--- src/hw/rtl/iee_pkg.sv ---
// Shared types and constants for the infix expression evaluator.
// Operator codes, status codes and character codes. No dependencies.
package iee_pkg;
	localparam logic [2:0] OPC_ADD  = 3'd0;
	localparam logic [2:0] OPC_SUB  = 3'd1;
	localparam logic [2:0] OPC_MUL  = 3'd2;
	localparam logic [2:0] OPC_DIV  = 3'd3;
	localparam logic [2:0] OPC_LPAR = 3'd4;

	localparam logic [1:0] ST_OK        = 2'd0;
	localparam logic [1:0] ST_DIVZERO   = 2'd1;
	localparam logic [1:0] ST_MALFORMED = 2'd2;

	localparam logic [7:0] CH_ADD  = 8'h2B;
	localparam logic [7:0] CH_SUB  = 8'h2D;
	localparam logic [7:0] CH_MUL  = 8'h2A;
	localparam logic [7:0] CH_DIV  = 8'h2F;
	localparam logic [7:0] CH_LPAR = 8'h28;
	localparam logic [7:0] CH_RPAR = 8'h29;
	localparam logic [7:0] CH_A    = 8'h61;
	localparam logic [7:0] CH_E    = 8'h65;

	localparam logic [2:0] CFG_VAR_A = 3'd0;
	localparam logic [2:0] CFG_VAR_B = 3'd1;
	localparam logic [2:0] CFG_VAR_C = 3'd2;
	localparam logic [2:0] CFG_VAR_D = 3'd3;
	localparam logic [2:0] CFG_VAR_E = 3'd4;

	typedef struct packed {
		logic       start;
		logic [2:0] op;
	} alu_req_t;

	typedef struct packed {
		logic        done;
		logic        divzero;
		logic [31:0] value;
	} alu_rsp_t;
endpackage

--- src/hw/rtl/iee_ram.sv ---
// Generic RAM with one write port and one registered read port.
// No dependencies.
module iee_ram #(
	parameter int WIDTH = 32,
	parameter int DEPTH = 16
) (
	input  logic                     clk,
	input  logic                     we,
	input  logic [$clog2(DEPTH)-1:0] waddr,
	input  logic [WIDTH-1:0]         wdata,
	input  logic [$clog2(DEPTH)-1:0] raddr,
	output logic [WIDTH-1:0]         rdata
);
	logic [WIDTH-1:0] mem_q [DEPTH];

	always_ff @(posedge clk) begin
		if (we) begin
			mem_q[waddr] <= wdata;
		end
		rdata <= mem_q[raddr];
	end
endmodule

--- src/hw/rtl/iee_alu.sv ---
// Shared Q-format arithmetic unit: add/sub, multiply, and a restoring divide
// that yields one quotient bit per cycle. Uses iee_pkg.
module iee_alu import iee_pkg::*; #(
	parameter int FRAC_BITS = 16
) (
	input  logic        clk,
	input  logic        arst_n,
	input  alu_req_t    req,
	input  logic [31:0] opa,
	input  logic [31:0] opb,
	output alu_rsp_t    rsp
);
	localparam int DW = 32 + FRAC_BITS;
	localparam int CW = $clog2(DW + 1);
	localparam logic [1:0] A_IDLE = 2'd0;
	localparam logic [1:0] A_MUL  = 2'd1;
	localparam logic [1:0] A_DIV  = 2'd2;
	localparam logic [1:0] A_FIN  = 2'd3;

	logic [1:0]    state_q;
	logic [63:0]   prod_q;
	logic [DW-1:0] num_q;
	logic [DW-1:0] quo_q;
	logic [32:0]   rem_q;
	logic [31:0]   den_q;
	logic          neg_q;
	logic [CW-1:0] cnt_q;
	logic [31:0]   res_q;
	logic          done_q;
	logic          dz_q;

	logic signed [32:0] sum;
	logic signed [63:0] shp;
	logic [32:0]        trial;
	logic [DW:0]        qs;
	logic [31:0]        maga;
	logic [31:0]        magb;

	function automatic logic [31:0] sat_fn(input logic signed [DW:0] v);
		if (v > $signed({{(DW-31){1'b0}}, 32'h7FFFFFFF}))
			return 32'h7FFFFFFF;
		if (v < $signed({{(DW-31){1'b1}}, 32'h80000000}))
			return 32'h80000000;
		return v[31:0];
	endfunction

	always_comb begin
		if (req.op == OPC_ADD)
			sum = $signed({opa[31], opa}) + $signed({opb[31], opb});
		else
			sum = $signed({opa[31], opa}) - $signed({opb[31], opb});
		shp   = $signed(prod_q) >>> FRAC_BITS;
		trial = {rem_q[31:0], num_q[DW-1]} - {1'b0, den_q};
		qs    = neg_q ? -$signed({1'b0, quo_q}) : $signed({1'b0, quo_q});
		maga  = opa[31] ? (~opa + 32'd1) : opa;
		magb  = opb[31] ? (~opb + 32'd1) : opb;
	end

	always_ff @(posedge clk or negedge arst_n) begin
		if (!arst_n) begin
			state_q <= A_IDLE;
			done_q  <= 1'b0;
			dz_q    <= 1'b0;
			cnt_q   <= '0;
		end else begin
			done_q <= 1'b0;
			case (state_q)
				A_IDLE: begin
					if (req.start) begin
						dz_q <= 1'b0;
						case (req.op)
							OPC_ADD, OPC_SUB: begin
								if (sum > 33'sh07FFFFFFF)       res_q <= 32'h7FFFFFFF;
								else if (sum < -33'sh080000000) res_q <= 32'h80000000;
								else                           res_q <= sum[31:0];
								done_q <= 1'b1;
							end
							OPC_MUL: begin
								prod_q  <= $signed(opa) * $signed(opb);
								state_q <= A_MUL;
							end
							default: begin
								if (opb == '0) begin
									dz_q   <= 1'b1;
									done_q <= 1'b1;
								end else begin
									num_q <= DW'(maga) << FRAC_BITS;
									den_q <= magb;
									neg_q <= opa[31] ^ opb[31];
									rem_q <= '0;
									quo_q <= '0;
									cnt_q <= CW'(DW);
									state_q <= A_DIV;
								end
							end
						endcase
					end
				end
				A_MUL: begin
					if (shp > 64'sh7FFFFFFF)        res_q <= 32'h7FFFFFFF;
					else if (shp < -64'sh80000000)  res_q <= 32'h80000000;
					else                            res_q <= shp[31:0];
					done_q  <= 1'b1;
					state_q <= A_IDLE;
				end
				A_DIV: begin
					num_q <= num_q << 1;
					if (!trial[32]) begin
						rem_q <= trial;
						quo_q <= {quo_q[DW-2:0], 1'b1};
					end else begin
						rem_q <= {rem_q[31:0], num_q[DW-1]};
						quo_q <= {quo_q[DW-2:0], 1'b0};
					end
					cnt_q <= cnt_q - 1'b1;
					if (cnt_q == CW'(1)) state_q <= A_FIN;
				end
				default: begin
					res_q   <= sat_fn(qs);
					done_q  <= 1'b1;
					state_q <= A_IDLE;
				end
			endcase
		end
	end

	assign rsp = '{done: done_q, divzero: dz_q, value: res_q};
endmodule

--- src/hw/rtl/infix_expression_evaluator_core.sv ---
// Top level of the infix expression evaluator: sequencer, stacks, registers.
// Uses iee_pkg, iee_ram (value and operator stacks) and iee_alu.
//
// Usage: characters arrive on the input channel (char_code, end_of_expr,
// in_valid/in_ready). Letters a..e push the configured Q16.16 values;
// + - * / ( ) drive the two-stack reduction; other codes are ignored.
// The character marked end_of_expr produces one request on the output
// channel (result_value, status, out_valid/out_ready); stacks then clear.
// The user must write variables on the cfg channel (cfg_index, cfg_data)
// only while idle; the block itself does not enforce this. Each character
// passes the dispatch and finish states; an operator also runs its
// reductions, each reading both operands through the registered stack
// read ports and waiting on the shared arithmetic unit. An end-marked
// character adds final reductions and the result states before its request.
// in_ready is low while a character is being processed. A finished result
// sits in the output register; the next character is taken meanwhile,
// but a second end-marked character waits until the result is taken.
// Reset clears counts, error and variables; stack contents need no clear.
module infix_expression_evaluator_core import iee_pkg::*; #(
	parameter int VALUE_DEPTH = 16,
	parameter int OP_DEPTH    = 16,
	parameter int FRAC_BITS   = 16
) (
	input  logic        clk,
	input  logic        arst_n,
	input  logic        in_valid,
	output logic        in_ready,
	input  logic [7:0]  char_code,
	input  logic        end_of_expr,
	output logic        out_valid,
	input  logic        out_ready,
	output logic [31:0] result_value,
	output logic [1:0]  status,
	input  logic        cfg_valid,
	output logic        cfg_ready,
	input  logic [2:0]  cfg_index,
	input  logic [31:0] cfg_data
);
	localparam int VAW = $clog2(VALUE_DEPTH);
	localparam int OAW = $clog2(OP_DEPTH);
	localparam int VCW = $clog2(VALUE_DEPTH + 1);
	localparam int OCW = $clog2(OP_DEPTH + 1);

	localparam logic [3:0] S_IDLE  = 4'd0;
	localparam logic [3:0] S_DISP  = 4'd1;
	localparam logic [3:0] S_LOOP  = 4'd2;
	localparam logic [3:0] S_RDB   = 4'd3;
	localparam logic [3:0] S_RDA   = 4'd4;
	localparam logic [3:0] S_ALU   = 4'd5;
	localparam logic [3:0] S_WAIT  = 4'd6;
	localparam logic [3:0] S_PUSH  = 4'd7;
	localparam logic [3:0] S_FIN   = 4'd8;
	localparam logic [3:0] S_RES   = 4'd9;
	localparam logic [3:0] S_RES2  = 4'd10;
	localparam logic [3:0] S_OUTW  = 4'd11;

	logic [3:0]     state_q;
	logic [31:0]    var_q [5];
	logic [VCW-1:0] vcnt_q;
	logic [OCW-1:0] ocnt_q;
	logic [1:0]     err_q;
	logic [7:0]     ch_q;
	logic           last_q;
	logic [2:0]     newop_q;
	logic           mode_q;  // 0: operator, 1: right paren
	logic           end_q;   // final reduction of the expression
	logic [31:0]    b_q;
	logic [31:0]    a_q;
	logic [2:0]     top_q;
	logic           out_valid_q;
	logic [31:0]    res_q;
	logic [1:0]     st_q;

	logic           v_we;
	logic [VAW-1:0] v_waddr;
	logic [31:0]    v_wdata;
	logic [VAW-1:0] v_raddr;
	logic [31:0]    v_rdata;
	logic           o_we;
	logic [OAW-1:0] o_waddr;
	logic [2:0]     o_wdata;
	logic [OAW-1:0] o_raddr;
	logic [2:0]     o_rdata;

	alu_req_t alu_req;
	alu_rsp_t alu_rsp;

	logic       is_op;
	logic [2:0] op_code;

	iee_ram #(.WIDTH(32), .DEPTH(VALUE_DEPTH)) u_vstack (
		.clk(clk), .we(v_we), .waddr(v_waddr), .wdata(v_wdata),
		.raddr(v_raddr), .rdata(v_rdata)
	);

	iee_ram #(.WIDTH(3), .DEPTH(OP_DEPTH)) u_ostack (
		.clk(clk), .we(o_we), .waddr(o_waddr), .wdata(o_wdata),
		.raddr(o_raddr), .rdata(o_rdata)
	);

	iee_alu #(.FRAC_BITS(FRAC_BITS)) u_alu (
		.clk(clk), .arst_n(arst_n), .req(alu_req), .opa(a_q), .opb(b_q), .rsp(alu_rsp)
	);

	assign in_ready  = (state_q == S_IDLE);
	assign cfg_ready = 1'b1;
	assign out_valid = out_valid_q;
	assign result_value = res_q;
	assign status = st_q;

	always_comb begin
		is_op   = 1'b1;
		op_code = OPC_ADD;
		case (ch_q)
			CH_ADD:  op_code = OPC_ADD;
			CH_SUB:  op_code = OPC_SUB;
			CH_MUL:  op_code = OPC_MUL;
			CH_DIV:  op_code = OPC_DIV;
			default: is_op = 1'b0;
		endcase
	end

	// stack ports
	always_comb begin
		v_we    = 1'b0;
		v_waddr = VAW'(vcnt_q);
		v_wdata = var_q[3'(ch_q - CH_A)];
		o_we    = 1'b0;
		o_waddr = OAW'(ocnt_q);
		o_wdata = newop_q;
		o_raddr = OAW'(ocnt_q - 1'b1);
		v_raddr = VAW'(vcnt_q - 1'b1);
		alu_req = '{start: 1'b0, op: top_q};
		case (state_q)
			S_DISP: begin
				if (err_q == ST_OK && ch_q inside {[CH_A:CH_E]} &&
					vcnt_q != VCW'(VALUE_DEPTH))
					v_we = 1'b1;
				if (err_q == ST_OK && ch_q == CH_LPAR && ocnt_q != OCW'(OP_DEPTH)) begin
					o_we    = 1'b1;
					o_wdata = OPC_LPAR;
				end
			end
			S_RDB: v_raddr = VAW'(vcnt_q - 2'd2);
			S_ALU: alu_req.start = 1'b1;
			S_WAIT: begin
				// next top of the op stack once the current one is popped
				o_raddr = OAW'(ocnt_q - 2'd2);
				if (alu_rsp.done && !alu_rsp.divzero) begin
					v_we    = 1'b1;
					v_waddr = VAW'(vcnt_q - 2'd2);
					v_wdata = alu_rsp.value;
				end
			end
			S_PUSH: o_we = (ocnt_q != OCW'(OP_DEPTH));
			S_RES:  v_raddr = '0;
			default: ;
		endcase
	end

	always_ff @(posedge clk or negedge arst_n) begin
		if (!arst_n) begin
			state_q     <= S_IDLE;
			vcnt_q      <= '0;
			ocnt_q      <= '0;
			err_q       <= ST_OK;
			out_valid_q <= 1'b0;
			for (int i = 0; i < 5; i++) var_q[i] <= '0;
		end else begin
			if (cfg_valid && cfg_index <= CFG_VAR_E)
				var_q[cfg_index - CFG_VAR_A] <= cfg_data;
			if (out_valid_q && out_ready && state_q != S_RES2) out_valid_q <= 1'b0;
			case (state_q)
				S_IDLE: begin
					if (in_valid) begin
						ch_q    <= char_code;
						last_q  <= end_of_expr;
						state_q <= S_DISP;
					end
				end
				S_DISP: begin
					state_q <= S_FIN;
					newop_q <= op_code;
					mode_q  <= (ch_q == CH_RPAR);
					end_q   <= 1'b0;
					if (err_q == ST_OK) begin
						if (ch_q inside {[CH_A:CH_E]}) begin
							if (vcnt_q == VCW'(VALUE_DEPTH)) err_q <= ST_MALFORMED;
							else vcnt_q <= vcnt_q + 1'b1;
						end else if (ch_q == CH_LPAR) begin
							if (ocnt_q == OCW'(OP_DEPTH)) err_q <= ST_MALFORMED;
							else ocnt_q <= ocnt_q + 1'b1;
						end else if (ch_q == CH_RPAR) begin
							if (ocnt_q == '0) err_q <= ST_MALFORMED;
							else state_q <= S_LOOP;
						end else if (is_op) begin
							state_q <= (ocnt_q == '0) ? S_PUSH : S_LOOP;
						end
					end
				end
				S_LOOP: begin
					// o_rdata holds op stack top (address set last cycle)
					top_q <= o_rdata;
					if (mode_q && o_rdata == OPC_LPAR) begin
						ocnt_q  <= ocnt_q - 1'b1;
						state_q <= S_FIN;
					end else if (!mode_q && !end_q && (o_rdata == OPC_LPAR ||
						(o_rdata[2:1] == 2'b00 && newop_q[1]))) begin
						state_q <= S_PUSH;
					end else if (o_rdata == OPC_LPAR || vcnt_q < VCW'(2)) begin
						err_q   <= ST_MALFORMED;
						state_q <= S_FIN;
					end else state_q <= S_RDB;
				end
				S_RDB: begin
					b_q     <= v_rdata;
					state_q <= S_RDA;
				end
				S_RDA: begin
					a_q     <= v_rdata;
					state_q <= S_ALU;
				end
				S_ALU: state_q <= S_WAIT;
				S_WAIT: begin
					if (alu_rsp.done) begin
						if (alu_rsp.divzero) begin
							err_q   <= ST_DIVZERO;
							state_q <= S_FIN;
						end else begin
							vcnt_q <= vcnt_q - 1'b1;
							ocnt_q <= ocnt_q - 1'b1;
							if (ocnt_q != OCW'(1)) state_q <= S_LOOP;
							else if (mode_q) begin
								err_q   <= ST_MALFORMED;
								state_q <= S_FIN;
							end else if (end_q) state_q <= S_FIN;
							else state_q <= S_PUSH;
						end
					end
				end
				S_PUSH: begin
					if (ocnt_q == OCW'(OP_DEPTH)) err_q <= ST_MALFORMED;
					else ocnt_q <= ocnt_q + 1'b1;
					state_q <= S_FIN;
				end
				S_FIN: begin
					if (!last_q) state_q <= S_IDLE;
					else if (err_q == ST_OK && ocnt_q != '0) begin
						mode_q  <= 1'b0;
						end_q   <= 1'b1;
						newop_q <= OPC_ADD;
						state_q <= S_LOOP;
					end else state_q <= S_RES;
				end
				S_RES: state_q <= S_RES2;
				S_RES2: begin
					if (!out_valid_q || out_ready) begin
						if (err_q == ST_OK && vcnt_q != VCW'(1)) begin
							st_q  <= ST_MALFORMED;
							res_q <= '0;
						end else begin
							st_q  <= err_q;
							res_q <= (err_q == ST_OK) ? v_rdata : '0;
						end
						out_valid_q <= 1'b1;
						vcnt_q  <= '0;
						ocnt_q  <= '0;
						err_q   <= ST_OK;
						state_q <= S_IDLE;
					end else state_q <= S_OUTW;
				end
				default: begin
					if (out_valid_q && out_ready) state_q <= S_RES;
				end
			endcase
		end
	end
endmodule

--- config.mk ---
export PLATFORM = sky130hd
export DESIGN_NAME = infix_expression_evaluator_core
export DESIGN_NICKNAME = d
export VERILOG_FILES = /design/src/hw/rtl/iee_pkg.sv /design/src/hw/rtl/iee_ram.sv /design/src/hw/rtl/iee_alu.sv /design/src/hw/rtl/infix_expression_evaluator_core.sv
export SDC_FILE = /design/constraint.sdc
export NUM_CORES = 2
export LEC_CHECK = 0
export BUFFER_PORTS_ARGS = -buffer_cell sky130_fd_sc_hd__buf_2
export CAP_MARGIN = 20
export CORE_MARGIN = 1.5
export CORE_UTILIZATION = 48
export CTS_BUF_LIST = sky130_fd_sc_hd__clkbuf_4 sky130_fd_sc_hd__clkbuf_8
export DETAILED_ROUTE_END_ITERATION = 16
export PLACE_DENSITY = 0.61
export SLEW_MARGIN = 0
export SYNTH_ARGS = -nofsm -noshare
export SYNTH_HDL_FRONTEND = slang
export SYNTH_SLANG_ARGS = --single-unit
export TNS_END_PERCENT = 30
--- constraint.sdc ---
create_clock -name clk -period 9.15 [get_ports clk]
set_input_delay 0.915 -clock clk [delete_from_list [all_inputs] [get_ports clk]]
set_output_delay 0.915 -clock clk [all_outputs]
set_load 0.005 [all_outputs]
==> metrics.txt <==
outcome=finished, final reports clean; num ports=86; Final period util=0.946; Comb power frac=0.113; Core Region=179,000 sq um; asr flop ratio synth=0.167; register area share after synthesis=0.373; delay of the slowest cell on the worst path=0.72 ns; family with the most delay on the worst path=adder cells; TritonRoute pass-1 iters=6; share of cells above drive strength 1=0.136; synthesized area per cell=11.6 sq um; Synth Area in Adders=0.288; final WL=239 mm; Clock Root Buffer=clkbuf_8; CTS clk-pin slew, worst paths=0.06 ns; Least-Margin Pin Slew=1.13 ns; HPWL Detailed=174 mm; fin. max-slew vios=0; synth unique cells=95; Hold Crit Class=primary input to register; standard-cell rows=155; unrepaired setup endpoints after global routing=no; Crit Path Category=register to register; synthesis warning total=0; area of the die=184,000 sq um; Internal Power=0.00899 W; EDFF count, synth=899; Pleak=39.7 nW; Die Span Y=428 um; Worst setup EP type=register; Power Density=128 nW/um^2; Overall Power=0.0121 W; CTS buffer count=187; Fin Clk Skew=0.0673 ns; Post-Synth XOR/XNOR Area=0.0244; post-synthesis mux area share=0.0671; Sink Count=1,121; Clk Latency, worst-skew pair=0.96 ns; Most used DFF post-synth=edfxtp_1; Flop pwr share=0.499; drt via density=5.66; Post-Synth Simple-Gate Area=0.116; slew margin rel.=0.242; Wirelength per Cell=23.7 um; RD Place Congestion=0.934; final setup margin=0.491 ns; WP data arrival=9.39 ns; Net Sw Power=0.00307 W; IR Drop Worst-Case VDD=0.151 mV; global route overflow=0; final setup fails=0; via count=57,100; initial antenna violation count=16; DRT iter0 DRCs=4,571; Port Buffers=84; largest family of logic cells by synthesized area=adder cells; Max Freq=0.115 GHz; Final ANT Viol Nets=0; FF+latch count, synth=1,121; Synth Instances=7,502; first-pass GRT wire length=369 mm; clock share of power=0.388; post-synthesis compound-gate area fraction=0.0631; nets=8,959; Die Span X=428 um; crit-path max FO=12; CTS tree=done; crit path max-delay cell type=edfxtp_1; Min Clock Period, post-route=8.66 ns; max_cap viols=0; CP bufs+invs=8; H-tree depth=4; most common cell after layout, fill and taps aside=inv_1; setup slack at placement=0.390 ns; Area Growth Syn to Fin=8.88%; Final Hold Viols=0; drc violations=0; Starting Density=0.485; largest net degree at the start of global routing=129; sw frac=0.255; most frequent cells in the layout=1,125 x inv_1, 1,083 x fa_1, 899 x edfxtp_1; Clock Path Buffers=3; Post-Syn Area=86,900 sq um; total nets after synthesis=8,903; Crit path required time=9.88 ns; crit start category=register; reg2reg setup slack=0.49 ns; GRT Overall Usage=0.265; vias in the first global route=59,800
-- registers in the layout (all words and copies together) (netlist names), 8 cells and up --
name / flops
u_vstack.mem_q: 512
u_alu.quo_q: 48
u_alu.res_q: 32
ch_q: 8
u_alu.rem_q: 32
u_alu.num_q: 32
u_ostack.mem_q: 48
u_alu.den_q: 32
var_q: 160
a_q: 32
u_alu.prod_q: 48
b_q: 32
u_vstack.rdata: 32
result_value: 32
-- cell families after synthesis --
group / after synthesis
mux: 347
simple gates: 2028
xor+xnor: 242
flops: 1121
buf+inv: 1566
compound gates: 845
other cells: 1
fa+ha+maj: 1352
-- worst register-to-register path: cells and delay by family (launching register included) --
kind / cells / cell delay (ns)
buffers and inverters: 8 / 0.84
DFF: 1 / 0.72
adders and majority gates: 9 / 4.34
AOI/OAI and AO/OA: 6 / 1.56
and+or+nand+nor: 4 / 1.03
-- Yosys cell counts, types with 164 or more instances --
| library cell | n | share of area |
|---|---|---|
| inv_1 | 1125 | 0.049 |
| fa_1 | 1083 | 0.25 |
| edfxtp_1 | 899 | 0.31 |
| nand2_1 | 821 | 0.035 |
| and2_1 | 573 | 0.041 |
| clkbuf_1 | 372 | 0.016 |
| ha_1 | 269 | 0.039 |
| nor2_1 | 223 | 0.0096 |
| o21ai_0 | 202 | 0.012 |
| a21oi_1 | 201 | 0.012 |
| dfrtp_1 | 187 | 0.054 |
| mux4_2 | 172 | 0.045 |
| xnor2_1 | 172 | 0.017 |
| mux2_2 | 164 | 0.021 |
-- stage by stage --
step | TNS (ns) | utilization | hold slack, ns | cells | instance area, sq um
3_3_place_gp | -0.00238 | 0.505 | 0.483 | 9711 | 90500
4_1_cts | 0 | 0.527 | 0.0646 | 10100 | 94400
5_1_grt | 0 | 0.528 | 0.0909 | 10100 | 94600
2_1_floorplan | 0 | - | 0.400 | 7502 | 86900
3_5_place_dp | 0 | 0.505 | 0.482 | 9712 | 90500
6_report | 0 | 0.528 | 0.163 | 10100 | 94600
-- layout make-up --
| cell class | instances | area [sq um] |
|---|---|---|
| Multi-Input combinational cell | 4815 | 48900 |
| Sequential cell | 1121 | 32400 |
| Inverter | 1126 | 4230 |
| Timing Repair Buffer | 307 | 2230 |
| Tap cell | 2355 | 2950 |
| Fill cell | 15600 | 84600 |
| Clock buffer | 275 | 3320 |
| Clock inverter | 73 | 617 |
| Antenna cell | 7 | 17.5 |
-- power groups by stage --
stage | clock (W) | sequential, W | combinational, W
after global routing | 0.00500 | 0.00605 | 0.00151
after CTS | 0.00478 | 0.00602 | 0.00135
after floorplan | 0 | 0.00606 | 0.00102
final | 0.00469 | 0.00602 | 0.00136
after detailed placement | 0 | 0.00612 | 0.00134
after global placement | 0 | 0.00610 | 0.00131
-- path summary, 6_finish.rpt --
| kind | from | endpoint | cells after the start |
|---|---|---|---|
| worst max-delay path | b_q[0] | u_alu.prod_q[62] | 27 |
| worst min-delay path | char_code[0] | ch_q[0] | 1 |
| worst max register to register | b_q[0] | u_alu.prod_q[62] | 27 |
| worst min register to register | u_ostack.rdata[0] | top_q[0] | 0 |
| max in group asynchronous | arst_n | var_q[131] | 4 |
| min in group asynchronous | arst_n | var_q[39] | 2 |
-- layer usage --
| layer | track usage | part of all wire |
|---|---|---|
| met2 | 0.440 | 0.49 |
| met5 | 0 | 0.000054 |
| met4 | 0.0830 | 0.033 |
| met1 | 0.357 | 0.41 |
| met3 | 0.0429 | 0.068 |
-- what timing repair did --
item                       4_1_cts  5_1_grt
setup buffers                    0        1
setup endpoints to repair        0        5
hold buffers                     1        0
hold endpoints to repair        71        0
resized for setup                0        1
Power figures use the tool's default switching activity.
